**src/hw/rtl/baro_pressure_temp_compensation_assert.svh**
```systemverilog
// Assertion macros for the barometric compensation block.
// Depends on nothing; included by the top level only.
`ifndef BARO_PRESSURE_TEMP_COMPENSATION_ASSERT_SVH
`define BARO_PRESSURE_TEMP_COMPENSATION_ASSERT_SVH
`ifndef SYNTH
// same-cycle implication
`define BPTC_ASSERT_IMP(lbl, ck, rn, a, c) \
	lbl: assert property (@(posedge ck) disable iff (!rn) (a) |-> (c)) \
		else $error("bptc assertion failed");
// next-cycle implication
`define BPTC_ASSERT_NXT(lbl, ck, rn, a, c) \
	lbl: assert property (@(posedge ck) disable iff (!rn) (a) |=> (c)) \
		else $error("bptc assertion failed");
`else
`define BPTC_ASSERT_IMP(lbl, ck, rn, a, c)
`define BPTC_ASSERT_NXT(lbl, ck, rn, a, c)
`endif
`endif

```
**src/hw/rtl/bptc_pkg.sv**
```systemverilog
// Types and constants shared by the barometric compensation pipeline.
// No dependencies.
package bptc_pkg;

	localparam int RAW_W  = 24;
	localparam int CFG_W  = 16;
	localparam int IDX_W  = 3;
	localparam int DT_W   = 25;
	localparam int TEMP_W = 20;
	localparam int T2_W   = 19;
	localparam int CORR_W = 42;   // offset / sensitivity accumulators
	localparam int SQ_W   = 40;

	localparam logic [IDX_W-1:0] REG_SENS       = 3'd0;
	localparam logic [IDX_W-1:0] REG_OFFSET     = 3'd1;
	localparam logic [IDX_W-1:0] REG_SENS_TEMP  = 3'd2;
	localparam logic [IDX_W-1:0] REG_OFFSET_TEMP = 3'd3;
	localparam logic [IDX_W-1:0] REG_REF_TEMP   = 3'd4;
	localparam logic [IDX_W-1:0] REG_TEMP_SLOPE = 3'd5;

	// 20.00 C and -15.00 C thresholds, in 0.01 C
	localparam logic signed [TEMP_W-1:0] TEMP_REF   = 20'sd2000;
	localparam logic signed [TEMP_W-1:0] TEMP_VCOLD = -20'sd1500;

	typedef struct packed {
		logic [RAW_W-1:0] pressure_raw;
		logic [RAW_W-1:0] temp_raw;
	} in_beat_t;

	typedef struct packed {
		logic signed [31:0] temperature;
		logic signed [31:0] pressure;
	} out_beat_t;

	typedef struct packed {
		logic [CFG_W-1:0] sens_coeff;
		logic [CFG_W-1:0] offset_coeff;
		logic [CFG_W-1:0] sens_temp_coeff;
		logic [CFG_W-1:0] offset_temp_coeff;
		logic [CFG_W-1:0] ref_temp_coeff;
		logic [CFG_W-1:0] temp_slope_coeff;
	} cfg_t;

	// first-order results
	typedef struct packed {
		logic [RAW_W-1:0]         p;
		logic signed [TEMP_W-1:0] temp;
		logic [T2_W-1:0]          t2;
		logic signed [CORR_W-1:0] off1;
		logic signed [CORR_W-1:0] sens1;
		logic signed [TEMP_W-1:0] d;     // temp - 20.00 C
		logic signed [TEMP_W-1:0] e;     // temp + 15.00 C
		logic                     cold;
		logic                     vcold;
	} front_t;

	// corrected terms
	typedef struct packed {
		logic [RAW_W-1:0]         p;
		logic signed [31:0]       temperature;
		logic signed [CORR_W-1:0] off;
		logic signed [CORR_W-1:0] sens;
	} corr_t;

endpackage

```
**src/hw/rtl/bptc_pres.sv**
```systemverilog
// Stages 6-7: pressure product split into two partial products, then the
// offset subtract and final shift. Uses bptc_pkg.
module bptc_pres (
	input  logic                clk,
	input  logic                arst_n,
	input  logic                en,
	input  logic                vld,
	input  bptc_pkg::corr_t     cr,
	output logic                vld_out,
	output bptc_pkg::out_beat_t beat
);

	// stage 6: sens = hi * 2^21 + lo
	logic                              vld_s6;
	logic signed [45:0]                hi_s6;
	logic [44:0]                       lo_s6;
	logic signed [bptc_pkg::CORR_W-1:0] off_s6;
	logic signed [31:0]                temp_s6;
	logic signed [20:0]                sh_c;
	logic signed [24:0]                p_c;

	assign sh_c = cr.sens[41:21];
	assign p_c  = $signed({1'b0, cr.p});

	always_ff @(posedge clk or negedge arst_n) begin
		if (!arst_n) begin
			vld_s6 <= 1'b0;
		end else if (en) begin
			vld_s6 <= vld;
		end
	end

	always_ff @(posedge clk) begin
		if (en) begin
			hi_s6   <= p_c * sh_c;
			lo_s6   <= cr.p * cr.sens[20:0];
			off_s6  <= cr.off;
			temp_s6 <= cr.temperature;
		end
	end

	// stage 7: floor(p*sens / 2^21) = hi + floor(lo / 2^21)
	logic signed [47:0]  q_c;
	logic                vld_s7;
	bptc_pkg::out_beat_t beat_s7;

	assign q_c = {{2{hi_s6[45]}}, hi_s6} + $signed({24'b0, lo_s6[44:21]})
		- {{(48-bptc_pkg::CORR_W){off_s6[bptc_pkg::CORR_W-1]}}, off_s6};

	always_ff @(posedge clk or negedge arst_n) begin
		if (!arst_n) begin
			vld_s7 <= 1'b0;
		end else if (en) begin
			vld_s7 <= vld_s6;
		end
	end

	always_ff @(posedge clk) begin
		if (en) begin
			beat_s7.temperature <= temp_s6;
			beat_s7.pressure    <= q_c[46:15];
		end
	end

	assign vld_out = vld_s7;
	assign beat    = beat_s7;

endmodule

```
**config.mk**
```make
export PLATFORM = sky130hd
export DESIGN_NAME = bptc_pres
export DESIGN_NICKNAME = d
export VERILOG_FILES = /design/src/hw/rtl/baro_pressure_temp_compensation_assert.svh /design/src/hw/rtl/bptc_pkg.sv /design/src/hw/rtl/bptc_pres.sv
export SDC_FILE = /design/constraint.sdc
export NUM_CORES = 2
export LEC_CHECK = 0
export ABC_AREA = 1
export BUFFER_PORTS_ARGS = -buffer_cell sky130_fd_sc_hd__buf_2
export CAP_MARGIN = 20
export CORE_ASPECT_RATIO = 0.5
export CORE_MARGIN = 2
export CORE_UTILIZATION = 55
export DETAILED_ROUTE_END_ITERATION = 7
export GPL_TIMING_DRIVEN = 0
export PLACE_DENSITY = 0.81
export SLEW_MARGIN = 30
export SYNTH_ARGS = -nofsm -noshare
export SYNTH_HDL_FRONTEND = slang
export SYNTH_SLANG_ARGS = --single-unit
export TNS_END_PERCENT = 10
```
**constraint.sdc**
```tcl
create_clock -name clk -period 6.5 [get_ports clk]
set_input_delay 0.65 -clock clk [delete_from_list [all_inputs] [get_ports clk]]
set_output_delay 0.65 -clock clk [all_outputs]
set_load 0.1 [all_outputs]
```
After elaboration in Yosys (flattened, before gate mapping)
Index checks and enable logic that the tools add are counted.

storage, ports and cells
  bits in registers = 231
  input port bits = 144
  output and inout port bits = 65
  logic and storage cells = 12

operators by class
  add/sub/neg operators = 2
  $mul = 2

operators by type and width
  kind                          count
  adder 46 x 25 -> 47 bit       1
  subtractor 47 x 42 -> 47 bit  1
  multiplier 25 x 21 -> 46 bit  1
  multiplier 24 x 21 -> 45 bit  1

Logic depth before layout (Yosys ltp)
  word-level depth = 2
  depth in mapped cells = 30

Worst setup path after synthesis
Ideal clock, no wire load.

  path type = input to register
  start point = input cr[133] (netlist bit)
  end point = register lo_s6[40], data pin
  setup time = 0.253 ns
  arrival time = 6.085 ns
  data required time = 6.247 ns
  path slack = 0.162 ns
  stages = 25
  buffers on the path = 2
  path through = clkbuf_1 > clkbuf_1 > nand2_1 > fa_1 > inv_1 > fa_1 > inv_1 > fa_1 > inv_1 > fa_1 > fa_1 > fa_1 > inv_1 > fa_1 > inv_1 > ha_1 > nand2_1 > inv_1 > a21oi_1 > nand2_1 > or2_2 > nand2_1 > nand3_1 > nand2_1 > nand2_1

between the ends
  longest elaborated chain between the ends = 1

ends and longest elaborated chain
  element                       line             text
  start, declared               bptc_pres.sv:8   input bptc_pkg::corr_t cr,
  multiplier 24 x 21 -> 45 bit  bptc_pres.sv:36  lo_s6 <= cr.p * cr.sens[20:0];
  end signal, assigned          bptc_pres.sv:36
  end, declared                 bptc_pres.sv:16  logic [44:0] lo_s6;

No other way between the ends.
A chain may end at the register's enable or synchronous reset.

Worst setup path in the final report
  start point = input cr[129] (netlist bit)
  end point = register lo_s6[41], data pin

Same word-level chain as after synthesis.

==> impl_metrics.json <==
{
  "yosysMostFrequentCell": "inv_1",
  "worstSkewPairLatency_ns": 0.52,
  "antenna_cells": 0,
  "numCtsBuffers": 22,
  "grt_overflow": 0,
  "synth.area.mux_share": 0,
  "synth_cell_type_count": 38,
  "fp.dieH_um": 208.0,
  "num_io_pins": 209,
  "core_sq_um": 82030,
  "antenna_found_initial": 0,
  "regToRegSetupSlack_ns": 3.61,
  "synth_edf_count": 208,
  "grt_pass1_vias": 39620,
  "setup_viol": 0,
  "syn-num-nets": 7158,
  "hold-worst-slack_ns": 0.3059,
  "cp_data_arrival_time_ns": 6.68,
  "syn_inst": 5758,
  "drc": 0,
  "yosysSeqAreaShare": 0.1375,
  "drive_gt1_frac": 0.08921,
  "grt_pass1_wl_um": 227300,
  "synth_simple_gate_area_frac": 0.1667,
  "cts_tree": "done",
  "areaGrowthSynthToFinish_pct": 9.948,
  "period_needed_ns": 6.471,
  "synth_fa_ha_area_frac": 0.4830,
  "root_buffer": "clkbuf_16",
  "status": "completed",
  "post-synth-top-area-fraction": 0.3729,
  "synth_top_family_by_area": "adder cells",
  "netlist.top_cell.by_area": "fa_1",
  "synth_seq_cells": 210,
  "slew_headroom": 0.4403,
  "slew_violations": 0,
  "dieArea_sq_um": 85720,
  "gp_congestion": 1.050,
  "gr-usage-all-layers": 0.3529,
  "syn_area_sq_um": 45790,
  "critPathLaunchType": "input port",
  "synthFlopType": "edfxtp_1",
  "dpl_cell_area_sq_um": 48180,
  "synth_xor_area_frac": 0.01243,
  "post-route-period-util": 0.9956,
  "hold_viol": 0,
  "die_w_um": 412.1,
  "tightest_slew_ns": 0.8395,
  "yosys_warnings": 0,
  "fin_area_sq_um": 50350,
  "synth-compound-area-share": 0.04129,
  "cap_violations": 0,
  "skew_ns": 0.01116,
  "rsz0062_at_grt": "true",
  "critPathCaptureType": "flip-flop",
  "avgSynthCellArea_sq_um": 7.953,
  "synth_common_cells": "inv_1 (1736), nand2_1 (1474), fa_1 (853), ha_1 (403), nor2_1 (281)",
  "min_path_type": "in -> reg",
  "clock_path_buffers": 3,
  "synthArstFlopShare": 0.009524,
  "cts.sinks": 210,
  "yosys-top-cells-area": "fa_1 (37%), inv_1 (14%), edfxtp_1 (14%)",
  "clk_pin_slew_ns": 0.06,
  "drt_first_iter_violations": 3633,
  "max_clock_freq_ghz": 0.1545,
  "wire_per_inst_um": 20.88,
  "rows": 74,
  "cp_max_fo": 10,
  "wirelength_um": 148000,
  "grt_max_degree": 92,
  "firstDrtPassIters": 8,
  "dpl.hpwl_um": 124400,
  "cp.required_ns": 6.71,
  "portBuffers": 184,
  "final_antenna_net_count": 0,
  "cts_max_level": 1,
  "worst-setup-path-type": "in -> reg",
  "nets": 7373,
  "initial_core_util": 0.5582,
  "vias_per_cell": 5.380,
  "vias": 38130
}
==> timing repair <==
action	CTS	global route
resized for setup	270	424
hold buffers	1	0
pin swaps	2	9
setup buffers	2	1
hold endpoints to repair	2	0
setup endpoints to repair	56	54
==> metrics by stage <==
step / worst slack, ns / cells / setup TNS [ns] / utilization
2_1_floorplan: 0.1620 / 5758 / 0 / -
3_3_place_gp: -1.524 / 7044 / -66.48 / 0.5863
3_5_place_dp: -1.530 / 7047 / -67.15 / 0.5873
4_1_cts: -0.06545 / 7087 / -0.2702 / 0.6039
5_1_grt: -0.1083 / 7088 / -1.122 / 0.6138
6_report: 0.02862 / 7088 / 0 / 0.6138
==> cell type report <==
| cell class | count | area [sq um] |
|---|---|---|
| well taps | 1102 | 1379 |
| repair buffers | 191 | 1040 |
| clock buffers | 26 | 586.8 |
| multi-input cells | 3608 | 32740 |
| clock inverters | 11 | 88.84 |
| plain buffers | 204 | 1698 |
| flip-flops and latches | 210 | 6296 |
| fillers | 7073 | 31690 |
| inverters | 1736 | 6516 |
==> placed cells by master (no fill, tap or decap), types with 85 or more instances in the layout <==
cell,synthesis,layout
buf_2,3,197
ha_1,403,388
nand3_1,96,95
a21oi_1,183,167
inv_1,1736,1735
nor2_1,281,258
fa_1,853,852
nand2_1,1474,1452
o21ai_0,96,85
edfxtp_1,208,208
==> critical path, stage by stage <==
cell	delay, ns
clkbuf_4	0.25
clkbuf_8	0.25
nand2_1	0.10
fa_1	0.52
fa_1	0.51
fa_1	0.51
inv_1	0.05
fa_1	0.57
fa_1	0.43
fa_1	0.55
inv_1	0.07
fa_1	0.53
inv_1	0.09
ha_1	0.34
nand2_1	0.11
nor2_2	0.19
inv_1	0.05
nor2_1	0.12
inv_1	0.08
nor3_1	0.14
nand3_1	0.20
nand4_1	0.16
nand2_2	0.18
==> worst paths after layout <==
path,cells past startpoint,from,to
min in group asynchronous,2,arst_n,vld_s6
max in group asynchronous,2,arst_n,vld_out
max,23,cr[129],lo_s6[41]
min reg2reg,0,temp_s6[18],beat[50]
max reg2reg,13,off_s6[3],beat[27]
min,1,cr[65],off_s6[23]
==> registers in the layout, summed over array words and instances, names as in the netlist <==
signal,flops
vld_out,1
temp_s6,32
lo_s6,24
hi_s6,46
off_s6,42
beat,64
vld_s6,1
==> cells by family after synthesis <==
group,Yosys count
AOI/OAI and AO/OA,344
xor gates and xnor gates,65
adders and majority gates,1256
buffers and inverters,1940
DFF,210
and+or+nand+nor,1943
==> metal layers <==
metal	up-vias	track usage	wire length, um	part of all wire
met4	0	0.1963	10940	0.074
li1	17040	-	-	-
met5	-	0	0	0
met3	576	0.1341	20680	0.14
met1	18300	0.4313	53400	0.36
met2	2216	0.5391	62980	0.43
Power is not shown: default switching activity piles up to over one toggle a cycle in this logic, so the estimate is an artifact.
