$ cat src/hw/rtl/baro_pressure_temp_compensation_assert.svh
// Assertion macros for the barometric compensation block.
// Depends on nothing; included by the top level only.
`ifndef BARO_PRESSURE_TEMP_COMPENSATION_ASSERT_SVH
`define BARO_PRESSURE_TEMP_COMPENSATION_ASSERT_SVH
`ifndef SYNTH
// same-cycle implication
`define BPTC_ASSERT_IMP(lbl, ck, rn, a, c) \
	lbl: assert property (@(posedge ck) disable iff (!rn) (a) |-> (c)) \
		else $error("bptc assertion failed");
// next-cycle implication
`define BPTC_ASSERT_NXT(lbl, ck, rn, a, c) \
	lbl: assert property (@(posedge ck) disable iff (!rn) (a) |=> (c)) \
		else $error("bptc assertion failed");
`else
`define BPTC_ASSERT_IMP(lbl, ck, rn, a, c)
`define BPTC_ASSERT_NXT(lbl, ck, rn, a, c)
`endif
`endif

$ cat src/hw/rtl/bptc_pkg.sv
// Types and constants shared by the barometric compensation pipeline.
// No dependencies.
package bptc_pkg;

	localparam int RAW_W  = 24;
	localparam int CFG_W  = 16;
	localparam int IDX_W  = 3;
	localparam int DT_W   = 25;
	localparam int TEMP_W = 20;
	localparam int T2_W   = 19;
	localparam int CORR_W = 42;   // offset / sensitivity accumulators
	localparam int SQ_W   = 40;

	localparam logic [IDX_W-1:0] REG_SENS       = 3'd0;
	localparam logic [IDX_W-1:0] REG_OFFSET     = 3'd1;
	localparam logic [IDX_W-1:0] REG_SENS_TEMP  = 3'd2;
	localparam logic [IDX_W-1:0] REG_OFFSET_TEMP = 3'd3;
	localparam logic [IDX_W-1:0] REG_REF_TEMP   = 3'd4;
	localparam logic [IDX_W-1:0] REG_TEMP_SLOPE = 3'd5;

	// 20.00 C and -15.00 C thresholds, in 0.01 C
	localparam logic signed [TEMP_W-1:0] TEMP_REF   = 20'sd2000;
	localparam logic signed [TEMP_W-1:0] TEMP_VCOLD = -20'sd1500;

	typedef struct packed {
		logic [RAW_W-1:0] pressure_raw;
		logic [RAW_W-1:0] temp_raw;
	} in_beat_t;

	typedef struct packed {
		logic signed [31:0] temperature;
		logic signed [31:0] pressure;
	} out_beat_t;

	typedef struct packed {
		logic [CFG_W-1:0] sens_coeff;
		logic [CFG_W-1:0] offset_coeff;
		logic [CFG_W-1:0] sens_temp_coeff;
		logic [CFG_W-1:0] offset_temp_coeff;
		logic [CFG_W-1:0] ref_temp_coeff;
		logic [CFG_W-1:0] temp_slope_coeff;
	} cfg_t;

	// first-order results
	typedef struct packed {
		logic [RAW_W-1:0]         p;
		logic signed [TEMP_W-1:0] temp;
		logic [T2_W-1:0]          t2;
		logic signed [CORR_W-1:0] off1;
		logic signed [CORR_W-1:0] sens1;
		logic signed [TEMP_W-1:0] d;     // temp - 20.00 C
		logic signed [TEMP_W-1:0] e;     // temp + 15.00 C
		logic                     cold;
		logic                     vcold;
	} front_t;

	// corrected terms
	typedef struct packed {
		logic [RAW_W-1:0]         p;
		logic signed [31:0]       temperature;
		logic signed [CORR_W-1:0] off;
		logic signed [CORR_W-1:0] sens;
	} corr_t;

endpackage

$ cat src/hw/rtl/bptc_corr.sv
// Stages 4-5: second-order squares and the cold / very cold corrections.
// Uses bptc_pkg.
module bptc_corr (
	input  logic             clk,
	input  logic             arst_n,
	input  logic             en,
	input  logic             vld,
	input  bptc_pkg::front_t fr,
	output logic             vld_out,
	output bptc_pkg::corr_t  res
);

	// stage 4: squares
	logic                              vld_s4;
	bptc_pkg::front_t                  fr_s4;
	logic signed [bptc_pkg::SQ_W-1:0]  dsq_s4, esq_s4;

	always_ff @(posedge clk or negedge arst_n) begin
		if (!arst_n) begin
			vld_s4 <= 1'b0;
		end else if (en) begin
			vld_s4 <= vld;
		end
	end

	always_ff @(posedge clk) begin
		if (en) begin
			fr_s4  <= fr;
			dsq_s4 <= fr.d * fr.d;
			esq_s4 <= fr.e * fr.e;
		end
	end

	// stage 5: squares are non-negative, so plain shifts floor them
	logic [bptc_pkg::CORR_W-1:0] dsq_w, esq_w, five_d, seven_e, eleven_e;
	logic [bptc_pkg::CORR_W-1:0] off2_c, sens2_c;
	bptc_pkg::corr_t             res_c;
	logic                        vld_s5;
	bptc_pkg::corr_t             res_s5;

	always_comb begin
		dsq_w    = bptc_pkg::CORR_W'(unsigned'(dsq_s4));
		esq_w    = bptc_pkg::CORR_W'(unsigned'(esq_s4));
		five_d   = (dsq_w << 2) + dsq_w;
		seven_e  = (esq_w << 3) - esq_w;
		eleven_e = (esq_w << 3) + (esq_w << 1) + esq_w;
		off2_c   = '0;
		sens2_c  = '0;
		if (fr_s4.cold) begin
			off2_c  = five_d >> 1;
			sens2_c = five_d >> 2;
		end
		if (fr_s4.vcold) begin
			off2_c  = off2_c + seven_e;
			sens2_c = sens2_c + (eleven_e >> 1);
		end
		res_c.p           = fr_s4.p;
		res_c.off         = fr_s4.off1 - $signed(off2_c);
		res_c.sens        = fr_s4.sens1 - $signed(sens2_c);
		res_c.temperature = {{(32-bptc_pkg::TEMP_W){fr_s4.temp[bptc_pkg::TEMP_W-1]}},
			fr_s4.temp} - $signed({{(32-bptc_pkg::T2_W){1'b0}}, fr_s4.t2});
	end

	always_ff @(posedge clk or negedge arst_n) begin
		if (!arst_n) begin
			vld_s5 <= 1'b0;
		end else if (en) begin
			vld_s5 <= vld_s4;
		end
	end

	always_ff @(posedge clk) begin
		if (en) begin
			res_s5 <= res_c;
		end
	end

	assign vld_out = vld_s5;
	assign res     = res_s5;

endmodule

$ cat config.mk
export PLATFORM = sky130hd
export DESIGN_NAME = bptc_corr
export DESIGN_NICKNAME = d
export VERILOG_FILES = /design/src/hw/rtl/baro_pressure_temp_compensation_assert.svh /design/src/hw/rtl/bptc_pkg.sv /design/src/hw/rtl/bptc_corr.sv
export SDC_FILE = /design/constraint.sdc
export NUM_CORES = 2
export LEC_CHECK = 0
export ABC_AREA = 1
export BUFFER_PORTS_ARGS = -buffer_cell sky130_fd_sc_hd__buf_2
export CAP_MARGIN = 20
export CORE_AREA = 2 2 308 310
export CTS_BUF_LIST = sky130_fd_sc_hd__clkbuf_2 sky130_fd_sc_hd__clkbuf_4 sky130_fd_sc_hd__clkbuf_8
export DETAILED_ROUTE_END_ITERATION = 12
export DIE_AREA = 0 0 310 312
export PLACE_DENSITY = 0.88
export SLEW_MARGIN = 40
export SYNTH_ARGS = -nofsm -noshare
export SYNTH_HDL_FRONTEND = slang
export SYNTH_SLANG_ARGS = --single-unit
$ cat constraint.sdc
create_clock -name clk -period 10.97 [get_ports clk]
set_clock_uncertainty 0.15 [all_clocks]
set_input_delay 1.6455 -clock clk [delete_from_list [all_inputs] [get_ports clk]]
set_output_delay 1.6455 -clock clk [all_outputs]
set_load 0.005 [all_outputs]
; ---- Yosys cells after proc, flatten, opt, wreduce, memory -nomap -nowiden
; Index checks and enable logic that the tools add are counted.
[totals]
register_bits = 371
latch_bits = 0
ramBits = 0
romBits = 0
inputBits = 193
output_inout_bits = 141
word_cells = 30
n_memories = 0
[classes]
add_sub_neg = 9
mul = 2
div_mod_pow = 0
order_cmp = 0
n_eq_ne = 0
shifts = 0
muxes = 4
bitwise_logic = 0
n_reduce_logical = 0
[ops]
columns = op, count
row1 = 42-bit by 40-bit adder with 42-bit output, 2
row2 = 42-bit 2-to-1 mux, 2
row3 = 42-bit subtractor, 2
row4 = 20-bit by 20-bit multiplier with 40-bit output, 2
row5 = 40-bit by 41-bit adder with 42-bit output, 1
row6 = 41-bit by 42-bit adder with 42-bit output, 1
row7 = 42-bit by 41-bit adder with 42-bit output, 1
row8 = 42-bit by 40-bit subtractor with 42-bit output, 1
row9 = 41-bit 2-to-1 mux, 1
row10 = 40-bit 2-to-1 mux, 1
row11 = 20-bit by 20-bit subtractor with 21-bit output, 1

; ---- Depth between registers and ports, before layout
[logic_depth]
word_depth = 5
mapped_depth = 42
depth_no_buf = 42

; ---- Worst setup path after synthesis
; Ideal clock, no wire load.
[synth_path]
kind = input to register
start = input port fr[41] in the netlist's numbering
end = register dsq_s4[39] in the netlist's numbering, data pin
setup_time_ps = 254
arrival_time_ps = 7428
required_ps = 10566
path_slack_ps = 3138
path_stages = 21
n_path_buf = 2
path_cell_list = clkbuf_1 clkbuf_1 nand2_1 inv_1 fa_1 fa_1 fa_1 inv_1 fa_1 fa_1 fa_1 inv_1 fa_1 ha_1 nand2_1 nor2_1 inv_1 nor4_1 nand4_1 nand4_1 nand2_1
[synth_between]
elab_chain_len = 1
[synth_rtl]
columns = item, line
row1 = start: declaration, bptc_corr.sv:8  ; input bptc_pkg::front_t fr,
row2 = 20-bit by 20-bit multiplier with 40-bit output, bptc_corr.sv:29  ; dsq_s4 <= fr.d * fr.d;
row3 = end signal: assignment, bptc_corr.sv:29
row4 = end: declaration, bptc_corr.sv:16  ; logic signed [bptc_pkg::SQ_W-1:0] dsq_s4, esq_s4;
; No other way between the ends.
; A chain may end at the register's enable or synchronous reset.

; ---- Worst setup path in the final report
[layout_path]
start = input port fr[21] in the netlist's numbering
end = register esq_s4[24] in the netlist's numbering, data pin
[layout_between]
elab_chain_len = 1
[layout_rtl]
columns = item, line
row1 = 20-bit by 20-bit multiplier with 40-bit output, bptc_corr.sv:30  ; esq_s4 <= fr.e * fr.e;
row2 = end signal: assignment, bptc_corr.sv:30
row3 = end: declaration, bptc_corr.sv:16
; No other way between the ends.

==> results by group <==
Run status
  – Status: complete, no violations

Die
  – Row Count: 112
  – Die Ht: 312 um
  – Die area: 96,700 sq um
  – Core area: 93,000 sq um
  – Starting Density: 0.637
  – Die X: 310 um
  – IO Count: 334

Route
  – DRC violations left: 0
  – Pre-antenna DRT Iters: 9
  – Final WL: 193 mm
  – Vias per cell: 5.73
  – Via count: 51,900
  – Initial DRC Count: 5,070
  – Routed length per instance: 21.3 um
  – Routed Antenna Nets: 0

Yosys
  – Post-synth EDFFs: 356
  – Register bit total from synthesis: 358
  – Ys flop type: edfxtp_1
  – Mapped Cells: 7,456
  – Yosys cell types: 53
  – Post-Syn Area: 59,200 sq um
  – Sequential cell area fraction in the yosys report: 0.181
  – Synthesized area per cell: 7.94 sq um
  – Async SR Flop Fraction: 0.00559
  – Synth warn: 0

Clock tree
  – Root Driver: clkbuf_8
  – Max Buffers Root-to-Sink: 3
  – Post-CTS Hold Buffers: 0
  – H-tree levels: 2
  – Clock transition at path regs: 0.06 ns
  – Setup Fix Bufs, Post-CTS: 0
  – Cts repair resizes: 0
  – Skew-Pair Late Insertion Delay: 0.72 ns
  – CTS tree: built
  – Sink Count: 358
  – Total CTS buffers: 57

Worst setup path
  – R2r endpoint: res[41]
  – Largest stage delay, worst path: 0.58 ns
  – Setup crit end kind: register
  – Slowest CP cell: buf_2
  – Worst-path cell chain: buf_2 -> inv_1 -> or2_2 -> fa_1 -> fa_1 -> inv_1 -> fa_1 -> inv_1 -> fa_1 -> fa_1 -> inv_1 -> fa_1 -> fa_1 -> ha_1 -> nand2_1 -> nor2_1 -> and2_1 -> and3_1 -> a21oi_1 -> o21ai_0 -> xor2_1
  – Worst-path maximum fanout: 32
  – Cell mode on critical path: fa_1
  – Critical path start-end classification: primary input to register
  – Startpoint Class: primary input
  – FF-to-FF setup slack: 3.49 ns
  – Start of the worst register-to-register path: esq_s4[5]
  – R2r worst-path depth: 30
  – CP Data Required Time: 11.30 ns
  – Crit path DAT: 8.41 ns

Place
  – Port Buf Inserts: 333
  – GPL Wtd Cong: 1.07
  – Final HPWL DP: 165 mm

Timing
  – Worst Hold Slack: 0.252 ns
  – Crit path time final: 8.08 ns
  – RSZ-0062 raised after global routing: no
  – Slew Limit Fails: 0
  – Worst Max-Slew Pin Slew: 0.917 ns
  – Total Neg Setup Slack: 0 ns
  – Rel. slew slack: 0.389
  – Fin. Hold Viols: 0
  – Final-report setup violation count: 0
  – Final period util: 0.737
  – Fmax: 124 MHz

Cells and area
  – Most common cell after layout, fill and taps aside: inv_1
  – Share of layout cells above drive strength 1: 0.0627
  – Final Util: 0.681
  – Number of nets in the layout: 9,269
  – Area Growth Syn to Fin: 7.00%
  – Most frequent cells in the layout: inv_1, nand2_1, fa_1

Global route
  – Global-route wire length before repair: 294 mm
  – Antenna violations before repair: 9
  – Total global-route track usage: 0.398
  – Vias in the first global route: 53,400
  – Largest net degree at the start of global routing: 160
  – GR Overflow Total: 0

Hold path
  – Hold crit path type: register to register
  – Hold Crit Start: fr_s4[183]
  – Hold path depth: 0
  – Hold Path End: res[134]

Run
  – MaxCap Viol Count: 0
registers in the layout, summed over array words and instances, names as in the netlist:
signal / cells
esq_s4: 39
vld_s4: 1
res: 129
vld_out: 1
dsq_s4: 39
fr_s4: 149
kinds of logic (layout without fill, tap and decap cells):
logic type,Yosys count,after routing,share of synthesized area
XOR/XNOR,244,244,0.0361
other,1,6,0.0000633
AO/OA/AOI/OAI,955,955,0.0900
flip-flops,358,358,0.181
adder cells (fa/ha/maj),1325,1325,0.388
buffers and inverters,1886,2225,0.120
AND/OR/NAND/NOR,2687,2687,0.184
per-stage QoR:
step	instance area, sq um	setup WS (ns)	cells
after CTS	63400	3.11	9051
final	63400	2.89	9054
after global placement	62100	2.46	8946
after floorplan	59200	3.14	7458
after global routing	63400	2.73	9053
after detailed placement	62100	2.35	8946
per-layer routing:
layer / global-route usage / share of wire / up-vias
met5: 0.00148 / 0.00039 / -
met4: 0.230 / 0.069 / 14
met3: 0.0579 / 0.081 / 611
met2: 0.673 / 0.48 / 2697
met1: 0.486 / 0.37 / 24900
li1: - / - / 23600
worst max-delay path: cells and delay by family:
family | cells | cell delay, ns
and+or+nand+nor | 5 | 1.24
xor gates and xnor gates | 1 | 0.33
adders and majority gates | 8 | 3.67
AOI/OAI and AO/OA | 2 | 0.38
buffers and inverters | 5 | 1.14
layout make-up:
| type | count | area, sq um |
|---|---|---|
| clock inverters | 37 | 362 |
| inverters | 1775 | 6660 |
| clock buffers | 68 | 867 |
| flip-flops and latches | 358 | 10700 |
| diodes | 3 | 7.51 |
| well taps | 1254 | 1570 |
| fillers | 7546 | 29700 |
| multi-input cells | 5214 | 41400 |
| repair buffers | 345 | 1790 |
how the worst max path moves through the flow:
stage | from | to | slack [ns] | depth (start not counted)
floorplan | fr[41] | dsq_s4[39] | 3.14 | 21
global placement | fr[21] | esq_s4[24] | 2.46 | 21
finish | fr[21] | esq_s4[24] | 2.89 | 21
detailed placement | fr[21] | esq_s4[38] | 2.35 | 20
CTS | fr[21] | esq_s4[24] | 3.11 | 21
global route | fr[21] | esq_s4[37] | 2.73 | 20
cell usage after synthesis, drive strengths merged, types with 7 or more instances:
master | number | area, sq um
ha | 473 | 5920
a21o | 52 | 390
nand3b | 16 | 120
xnor2 | 86 | 753
a21oi | 408 | 2050
o21ai | 334 | 1700
nor4 | 15 | 109
and2 | 7 | 43.8
nand2 | 1580 | 5950
nor3 | 59 | 305
nor2 | 663 | 2500
inv | 1775 | 6660
edfxtp | 356 | 10700
nand4 | 71 | 444
a21boi | 25 | 203
nand3 | 239 | 1210
a31oi | 48 | 300
or2 | 26 | 163
clkbuf | 92 | 345
and3 | 9 | 56.3
o21a | 12 | 90.1
xor2 | 158 | 1380
o21bai | 47 | 353
fa | 852 | 17100
o211ai | 13 | 103
buf | 19 | 115
Power is left out: the tool's default activity adds up to more than one toggle a clock period on the data nets, which glitch-free logic cannot reach.
