==> src/hw/rtl/baro_pressure_temp_compensation_assert.svh <==
// Assertion macros for the barometric compensation block.
// Depends on nothing; included by the top level only.
`ifndef BARO_PRESSURE_TEMP_COMPENSATION_ASSERT_SVH
`define BARO_PRESSURE_TEMP_COMPENSATION_ASSERT_SVH
`ifndef SYNTH
// same-cycle implication
`define BPTC_ASSERT_IMP(lbl, ck, rn, a, c) \
	lbl: assert property (@(posedge ck) disable iff (!rn) (a) |-> (c)) \
		else $error("bptc assertion failed");
// next-cycle implication
`define BPTC_ASSERT_NXT(lbl, ck, rn, a, c) \
	lbl: assert property (@(posedge ck) disable iff (!rn) (a) |=> (c)) \
		else $error("bptc assertion failed");
`else
`define BPTC_ASSERT_IMP(lbl, ck, rn, a, c)
`define BPTC_ASSERT_NXT(lbl, ck, rn, a, c)
`endif
`endif

==> src/hw/rtl/bptc_pkg.sv <==
// Types and constants shared by the barometric compensation pipeline.
// No dependencies.
package bptc_pkg;

	localparam int RAW_W  = 24;
	localparam int CFG_W  = 16;
	localparam int IDX_W  = 3;
	localparam int DT_W   = 25;
	localparam int TEMP_W = 20;
	localparam int T2_W   = 19;
	localparam int CORR_W = 42;   // offset / sensitivity accumulators
	localparam int SQ_W   = 40;

	localparam logic [IDX_W-1:0] REG_SENS       = 3'd0;
	localparam logic [IDX_W-1:0] REG_OFFSET     = 3'd1;
	localparam logic [IDX_W-1:0] REG_SENS_TEMP  = 3'd2;
	localparam logic [IDX_W-1:0] REG_OFFSET_TEMP = 3'd3;
	localparam logic [IDX_W-1:0] REG_REF_TEMP   = 3'd4;
	localparam logic [IDX_W-1:0] REG_TEMP_SLOPE = 3'd5;

	// 20.00 C and -15.00 C thresholds, in 0.01 C
	localparam logic signed [TEMP_W-1:0] TEMP_REF   = 20'sd2000;
	localparam logic signed [TEMP_W-1:0] TEMP_VCOLD = -20'sd1500;

	typedef struct packed {
		logic [RAW_W-1:0] pressure_raw;
		logic [RAW_W-1:0] temp_raw;
	} in_beat_t;

	typedef struct packed {
		logic signed [31:0] temperature;
		logic signed [31:0] pressure;
	} out_beat_t;

	typedef struct packed {
		logic [CFG_W-1:0] sens_coeff;
		logic [CFG_W-1:0] offset_coeff;
		logic [CFG_W-1:0] sens_temp_coeff;
		logic [CFG_W-1:0] offset_temp_coeff;
		logic [CFG_W-1:0] ref_temp_coeff;
		logic [CFG_W-1:0] temp_slope_coeff;
	} cfg_t;

	// first-order results
	typedef struct packed {
		logic [RAW_W-1:0]         p;
		logic signed [TEMP_W-1:0] temp;
		logic [T2_W-1:0]          t2;
		logic signed [CORR_W-1:0] off1;
		logic signed [CORR_W-1:0] sens1;
		logic signed [TEMP_W-1:0] d;     // temp - 20.00 C
		logic signed [TEMP_W-1:0] e;     // temp + 15.00 C
		logic                     cold;
		logic                     vcold;
	} front_t;

	// corrected terms
	typedef struct packed {
		logic [RAW_W-1:0]         p;
		logic signed [31:0]       temperature;
		logic signed [CORR_W-1:0] off;
		logic signed [CORR_W-1:0] sens;
	} corr_t;

endpackage

==> src/hw/rtl/bptc_front.sv <==
// Stages 1-3: temperature difference, three coefficient products and dT squared,
// first-order temperature, offset and sensitivity. Uses bptc_pkg.
module bptc_front (
	input  logic              clk,
	input  logic              arst_n,
	input  logic              en,
	input  logic              vld,
	input  bptc_pkg::in_beat_t beat,
	input  bptc_pkg::cfg_t    cfg,
	output logic              vld_out,
	output bptc_pkg::front_t  res
);

	// stage 1
	logic                                vld_s1;
	logic [bptc_pkg::RAW_W-1:0]          p_s1;
	logic signed [bptc_pkg::DT_W-1:0]    dt_s1;
	logic signed [bptc_pkg::DT_W-1:0]    dt_c;

	assign dt_c = $signed({1'b0, beat.temp_raw})
		- $signed({1'b0, cfg.ref_temp_coeff, 8'h00});

	always_ff @(posedge clk or negedge arst_n) begin
		if (!arst_n) begin
			vld_s1 <= 1'b0;
		end else if (en) begin
			vld_s1 <= vld;
		end
	end

	always_ff @(posedge clk) begin
		if (en) begin
			p_s1  <= beat.pressure_raw;
			dt_s1 <= dt_c;
		end
	end

	// stage 2: products
	logic                       vld_s2;
	logic [bptc_pkg::RAW_W-1:0] p_s2;
	logic signed [41:0]         tprod_s2, oprod_s2, sprod_s2;
	logic signed [49:0]         dtsq_s2;
	logic signed [16:0]         slope_c, offtc_c, senstc_c;

	assign slope_c  = $signed({1'b0, cfg.temp_slope_coeff});
	assign offtc_c  = $signed({1'b0, cfg.offset_temp_coeff});
	assign senstc_c = $signed({1'b0, cfg.sens_temp_coeff});

	always_ff @(posedge clk or negedge arst_n) begin
		if (!arst_n) begin
			vld_s2 <= 1'b0;
		end else if (en) begin
			vld_s2 <= vld_s1;
		end
	end

	always_ff @(posedge clk) begin
		if (en) begin
			p_s2     <= p_s1;
			tprod_s2 <= dt_s1 * slope_c;
			oprod_s2 <= dt_s1 * offtc_c;
			sprod_s2 <= dt_s1 * senstc_c;
			dtsq_s2  <= dt_s1 * dt_s1;
		end
	end

	// stage 3: first-order terms. temp - 2000 is just the shifted product.
	logic               vld_s3;
	bptc_pkg::front_t   res_s3;
	bptc_pkg::front_t   res_c;
	logic signed [18:0] tsh_c;

	assign tsh_c = tprod_s2[41:23];

	always_comb begin
		res_c.p     = p_s2;
		res_c.d     = {tsh_c[18], tsh_c};
		res_c.temp  = res_c.d + bptc_pkg::TEMP_REF;
		res_c.e     = res_c.d + (bptc_pkg::TEMP_REF - bptc_pkg::TEMP_VCOLD);
		// dT^2 term applies only below 20.00 C
		res_c.t2    = tsh_c[18] ? dtsq_s2[49:31] : '0;
		res_c.cold  = tsh_c[18];
		res_c.vcold = res_c.e[bptc_pkg::TEMP_W-1];
		res_c.off1  = $signed({10'b0, cfg.offset_coeff, 16'h0000})
			+ {{7{oprod_s2[41]}}, oprod_s2[41:7]};
		res_c.sens1 = $signed({11'b0, cfg.sens_coeff, 15'h0000})
			+ {{8{sprod_s2[41]}}, sprod_s2[41:8]};
	end

	always_ff @(posedge clk or negedge arst_n) begin
		if (!arst_n) begin
			vld_s3 <= 1'b0;
		end else if (en) begin
			vld_s3 <= vld_s2;
		end
	end

	always_ff @(posedge clk) begin
		if (en) begin
			res_s3 <= res_c;
		end
	end

	assign vld_out = vld_s3;
	assign res     = res_s3;

endmodule

==> config.mk <==
export PLATFORM = sky130hd
export DESIGN_NAME = bptc_front
export DESIGN_NICKNAME = d
export VERILOG_FILES = /design/src/hw/rtl/baro_pressure_temp_compensation_assert.svh /design/src/hw/rtl/bptc_pkg.sv /design/src/hw/rtl/bptc_front.sv
export SDC_FILE = /design/constraint.sdc
export NUM_CORES = 2
export LEC_CHECK = 0
export BUFFER_PORTS_ARGS = -buffer_cell sky130_fd_sc_hd__buf_2
export CORE_ASPECT_RATIO = 1.1
export CORE_UTILIZATION = 55
export DETAILED_ROUTE_END_ITERATION = 8
export PLACE_DENSITY = 0.77
export SYNTH_ARGS = -nofsm -noshare
export SYNTH_HDL_FRONTEND = slang
export SYNTH_SLANG_ARGS = --single-unit
==> constraint.sdc <==
create_clock -name clk -period 8.1 [get_ports clk]
set_clock_uncertainty 0.2 [all_clocks]
set_input_delay 1.215 -clock clk [delete_from_list [all_inputs] [get_ports clk]]
set_output_delay 1.215 -clock clk [all_outputs]
set_load 0.005 [all_outputs]
Word level (Yosys, flattened, before mapping)
Index checks and enable logic that the tools add are counted.

Register bits after elaboration: 440. Latch bits: 0. Bits in writable memories: 0. ROM bits: 0. Bits of input ports: 148. Logic and storage cells: 28. Memories kept: 0.

Add/subtract/negate cells: 5. Multiply operators: 4. Div/mod/pow operators: 0. $lt $le $gt $ge: 0. Equality and inequality tests: 0. Shift-type cells: 0. Mux-type cells: 0. Bitwise gates (word level): 0. Reductions and logical operators: 0.

Operators by type and width (number): 25-bit by 17-bit multiplier with 42-bit output (3); 25-bit by 25-bit multiplier with 50-bit output (1); 33-bit by 35-bit adder with 36-bit output (1); 32-bit by 34-bit adder with 35-bit output (1); 24-bit by 24-bit subtractor with 25-bit output (1); 19-bit by 12-bit adder with 20-bit output (second input constant) (1); 19-bit by 13-bit adder with 20-bit output (second input constant) (1).

Depth between registers and ports, before layout
Depth in word-level cells: 1. Mapped depth: 28.

Worst setup path after synthesis
Ideal clock, no wire load.

Path kind: register to register. Start point: reg dt_s1[24] (netlist name). End point: reg dtsq_s2[48] (data pin). Setup time: 272 ps. Data arrival time: 7202 ps. Data required time: 7628 ps. Setup slack: 426 ps. Cell stages (with the launch flop): 24. Clock period less this slack: 7674 ps. Cell sequence: edfxtp_1 -> clkbuf_1 -> clkbuf_1 -> nand2_1 -> inv_1 -> fa_1 -> fa_1 -> inv_1 -> fa_1 -> inv_1 -> fa_1 -> fa_1 -> fa_1 -> fa_1 -> ha_1 -> nand2_1 -> or3_2 -> or2_1 -> o32a_2 -> o21ai_2 -> o31ai_4 -> o211ai_4 -> a2111o_1 -> o311ai_2.

Cells in the longest elaborated chain, start to end: 1.

RTL lines: start: declaration (line bptc_front.sv:17) `logic signed [bptc_pkg::DT_W-1:0] dt_s1;`; start signal: assignment (line bptc_front.sv:34) `dt_s1 <= dt_c;`; 25-bit by 25-bit multiplier with 50-bit output (line bptc_front.sv:63) `dtsq_s2 <= dt_s1 * dt_s1;`; end signal: assignment (line bptc_front.sv:63); end: declaration (line bptc_front.sv:42) `logic signed [49:0] dtsq_s2;`.

Every way passes these cells. A chain may end at the register's enable or synchronous reset.

Worst setup path after layout
Start point: reg dt_s1[21] (netlist name). End point: reg dtsq_s2[46] (data pin).

The elaborated chain is that of the path after synthesis.

==> impl_metrics.tcl <==
set metrics [dict create \
    start_kind "flip-flop" \
    timing.fmax_ghz 0.128 \
    seq_area_frac_synth_pct 13.9 \
    grt_pass1_vias 57800 \
    period_minus_slack_ns 7.83 \
    cts_sinks 350 \
    io_pins 338 \
    final_cell_mix "inv_1 (2102), fa_1 (1775), nand2_1 (978), and2_1 (608), ha_1 (504)" \
    finalSetupTns_ns 0 \
    wl_um 180000 \
    n_fill_cell 11200 \
    area_growth_pct 7.32 \
    drc_errors 0 \
    post_drt_wl_per_cell_um 18.6 \
    slew_violations 0 \
    grt_max_degree 135 \
    cap_violations 0 \
    port_buffers 337 \
    worstPathMaxFanout 27 \
    max_stage_delay_ns 0.74 \
    core_area_sq_um 136000 \
    min_path_type "in -> async" \
    relSlewSlack_pct 38.2 \
    synth-edff-count 347 \
    drive_gt1_share_pct 7.95 \
    final_antenna_net_count 0 \
    worst_pin_slew_ns 0.927 \
    syn_area_per_cell_sq_um 9.92 \
    path_class "reg -> reg" \
    critical_path_arrival_ns 8.02 \
    yosysTopAreaCell "fa_1" \
    synthArstFlopShare_pct 0.857 \
    grt_usage_pct 27.4 \
    dp_hpwl_um 145000 \
    yosysWarnings 0 \
    syn_area_sq_um 75400 \
    die_w_um 355 \
    fp.dieH_um 390 \
    die_area_sq_um 139000 \
    slowest_stage "edfxtp_1" \
    synthTopCellsByArea "fa_1 (47%), edfxtp_1 (14%), inv_1 (10%)" \
    antenna_found_initial 8 \
    drt_iter0_markers 3639 \
    cts_resized 0 \
    cts_tree "built" \
    final_common_cell "inv_1" \
    dr.pass1.iters 6 \
    cts-htree-levels 2 \
    yosysTopAreaCellShare_pct 47.1 \
    cp-end-kind "flip-flop" \
    status "finished, final reports clean" \
    cpMostUsedCell "fa_1" \
    clk_path_buf_depth 3 \
    rows 142 \
    vias 51400 \
    fin_crit_sh_pct 96.6 \
    clk_pin_slew_ns 0.07 \
    ys.flop_type "edfxtp_1" \
    vias_per_cell 5.32 \
    cts_buffers 43 \
    clock-root-buffer "clkbuf_16" \
    rsz0062_at_grt "no" \
    synth-seq-cells 350 \
    cp_num_buf_inv 6 \
    initial_core_util_pct 55.4 \
    crit_required_ns 8.29 \
    finalSetupViolations 0 \
    hold_viol 0 \
    cpLargestDelayFamily "adder cells" \
    syn_inst 7601 \
    cp_cell_sequence "buf_4, nand2_1, fa_1, inv_1, fa_1, inv_1, fa_1, fa_1, inv_1, fa_1, fa_1, inv_1, fa_1, inv_1, ha_1, and4_1, nand3_1, or2_1, o32a_2, o21ai_2, o31ai_4, o211ai_4, a31oi_1, xnor2_1" \
    grt_remaining_overflow 0 \
    clock_latency_ns 0.67 \
    synth.distinct_cells 87 \
    fin_nets 10200 \
    grt_pass1_wl_um 299000 \
    syn_nets 10000 \
    gp_congestion 0.952 \
]
[per-layer routing]
| metal | wire length, um | share of wire, % | up-vias | track usage [%] |
|---|---|---|---|---|
| met3 | 15400 | 8.5 | 524 | 5.25 |
| met4 | 7440 | 4.1 | 4 | 10.7 |
| met5 | 29 | 0.016 | - | 0 |
| li1 | - | - | 22500 | - |
| met2 | 90900 | 50 | 2197 | 47.4 |
| met1 | 66300 | 37 | 26200 | 33.8 |
[sequential cells by signal, indices dropped and copies added, names as in the netlist]
name      flops
dtsq_s2      19
tprod_s2     19
vld_s2        1
res         167
sprod_s2     34
oprod_s2     35
dt_s1        25
p_s1         24
vld_s1        1
p_s2         24
vld_out       1
[cell usage after synthesis, types with 5 or more instances]
master	number
clkbuf_1	320
a21boi_0	13
nor2_1	127
and3_1	19
o211ai_1	7
o2111ai_1	5
o21a_1	18
edfxtp_1	347
o311ai_0	5
o31ai_1	8
nand4_1	12
o21ai_0	66
nand3_1	39
nand2b_1	16
nor3_1	41
ha_1	504
a21o_1	55
inv_1	2102
a31oi_1	10
o21bai_1	12
nand2_1	978
a31o_2	6
xnor2_1	145
xor2_1	58
o21ai_1	5
a211oi_1	16
nor2b_1	43
fa_1	1775
or3_1	12
a21oi_1	112
buf_4	22
and2_1	608
[through the flow]
stage          worst slack [ns]  cell area, sq um  util [%]  cells  hold WS [ns]
2_1_floorplan             0.426             75400         -   7601         0.200
3_3_place_gp              0.271             79200      58.2   9552         0.200
3_5_place_dp              0.145             79200      58.2   9552         0.205
4_1_cts                   0.116             80700      59.3   9630         0.127
6_report                  0.272             80900      59.4   9656         0.168
5_1_grt                 0.00667             80900      59.4   9650         0.150
[cell type report]
class | instances | area, sq um | area share (%)
multi-input combinational | 4806 | 55600 | 68.8
sequential | 350 | 10500 | 13.0
clock inverter | 29 | 348 | 0.430
tap | 1800 | 2250 | 2.78
clock buffer | 49 | 1100 | 1.36
antenna | 8 | 20.0 | 0.0247
timing repair buffer | 512 | 3170 | 3.92
inverter | 2102 | 7890 | 9.75
[repair_timing]
action                                  CTS  global route
hold buffers                              0             0
setup buffers                             0            18
endpoints found under the setup margin    0            10
[final timing paths]
check | startpoint | end | slack [ns] | cells past startpoint
max | dt_s1[21] | dtsq_s2[46] | 0.27 | 24
min | arst_n | vld_s2 | 0.17 | 1
max reg2reg | dt_s1[21] | dtsq_s2[46] | 0.27 | 24
min reg2reg | oprod_s2[15] | res[92] | 0.21 | 0
max in group asynchronous | arst_n | vld_s1 | 7.43 | 1
min in group clk | oprod_s2[15] | res[92] | 0.21 | 0
[cells by family (layout without fill, tap and decap cells)]
logic type                 count (synthesis)  after routing  share of synthesized area (%)
DFF                                      350            350                           13.9
and+or+nand+nor                         1921           1921                           12.2
buffers and inverters                   2445           2692                           12.3
other                                      0              8                              0
xor gates and xnor gates                 203            203                           2.36
AOI/OAI and AO/OA                        397            397                           3.65
muxes                                      6              6                         0.0863
adders and majority gates               2279           2279                           55.5
Power is left out: the tool's default activity adds up to more than one toggle a clock period on the data nets, which glitch-free logic cannot reach.
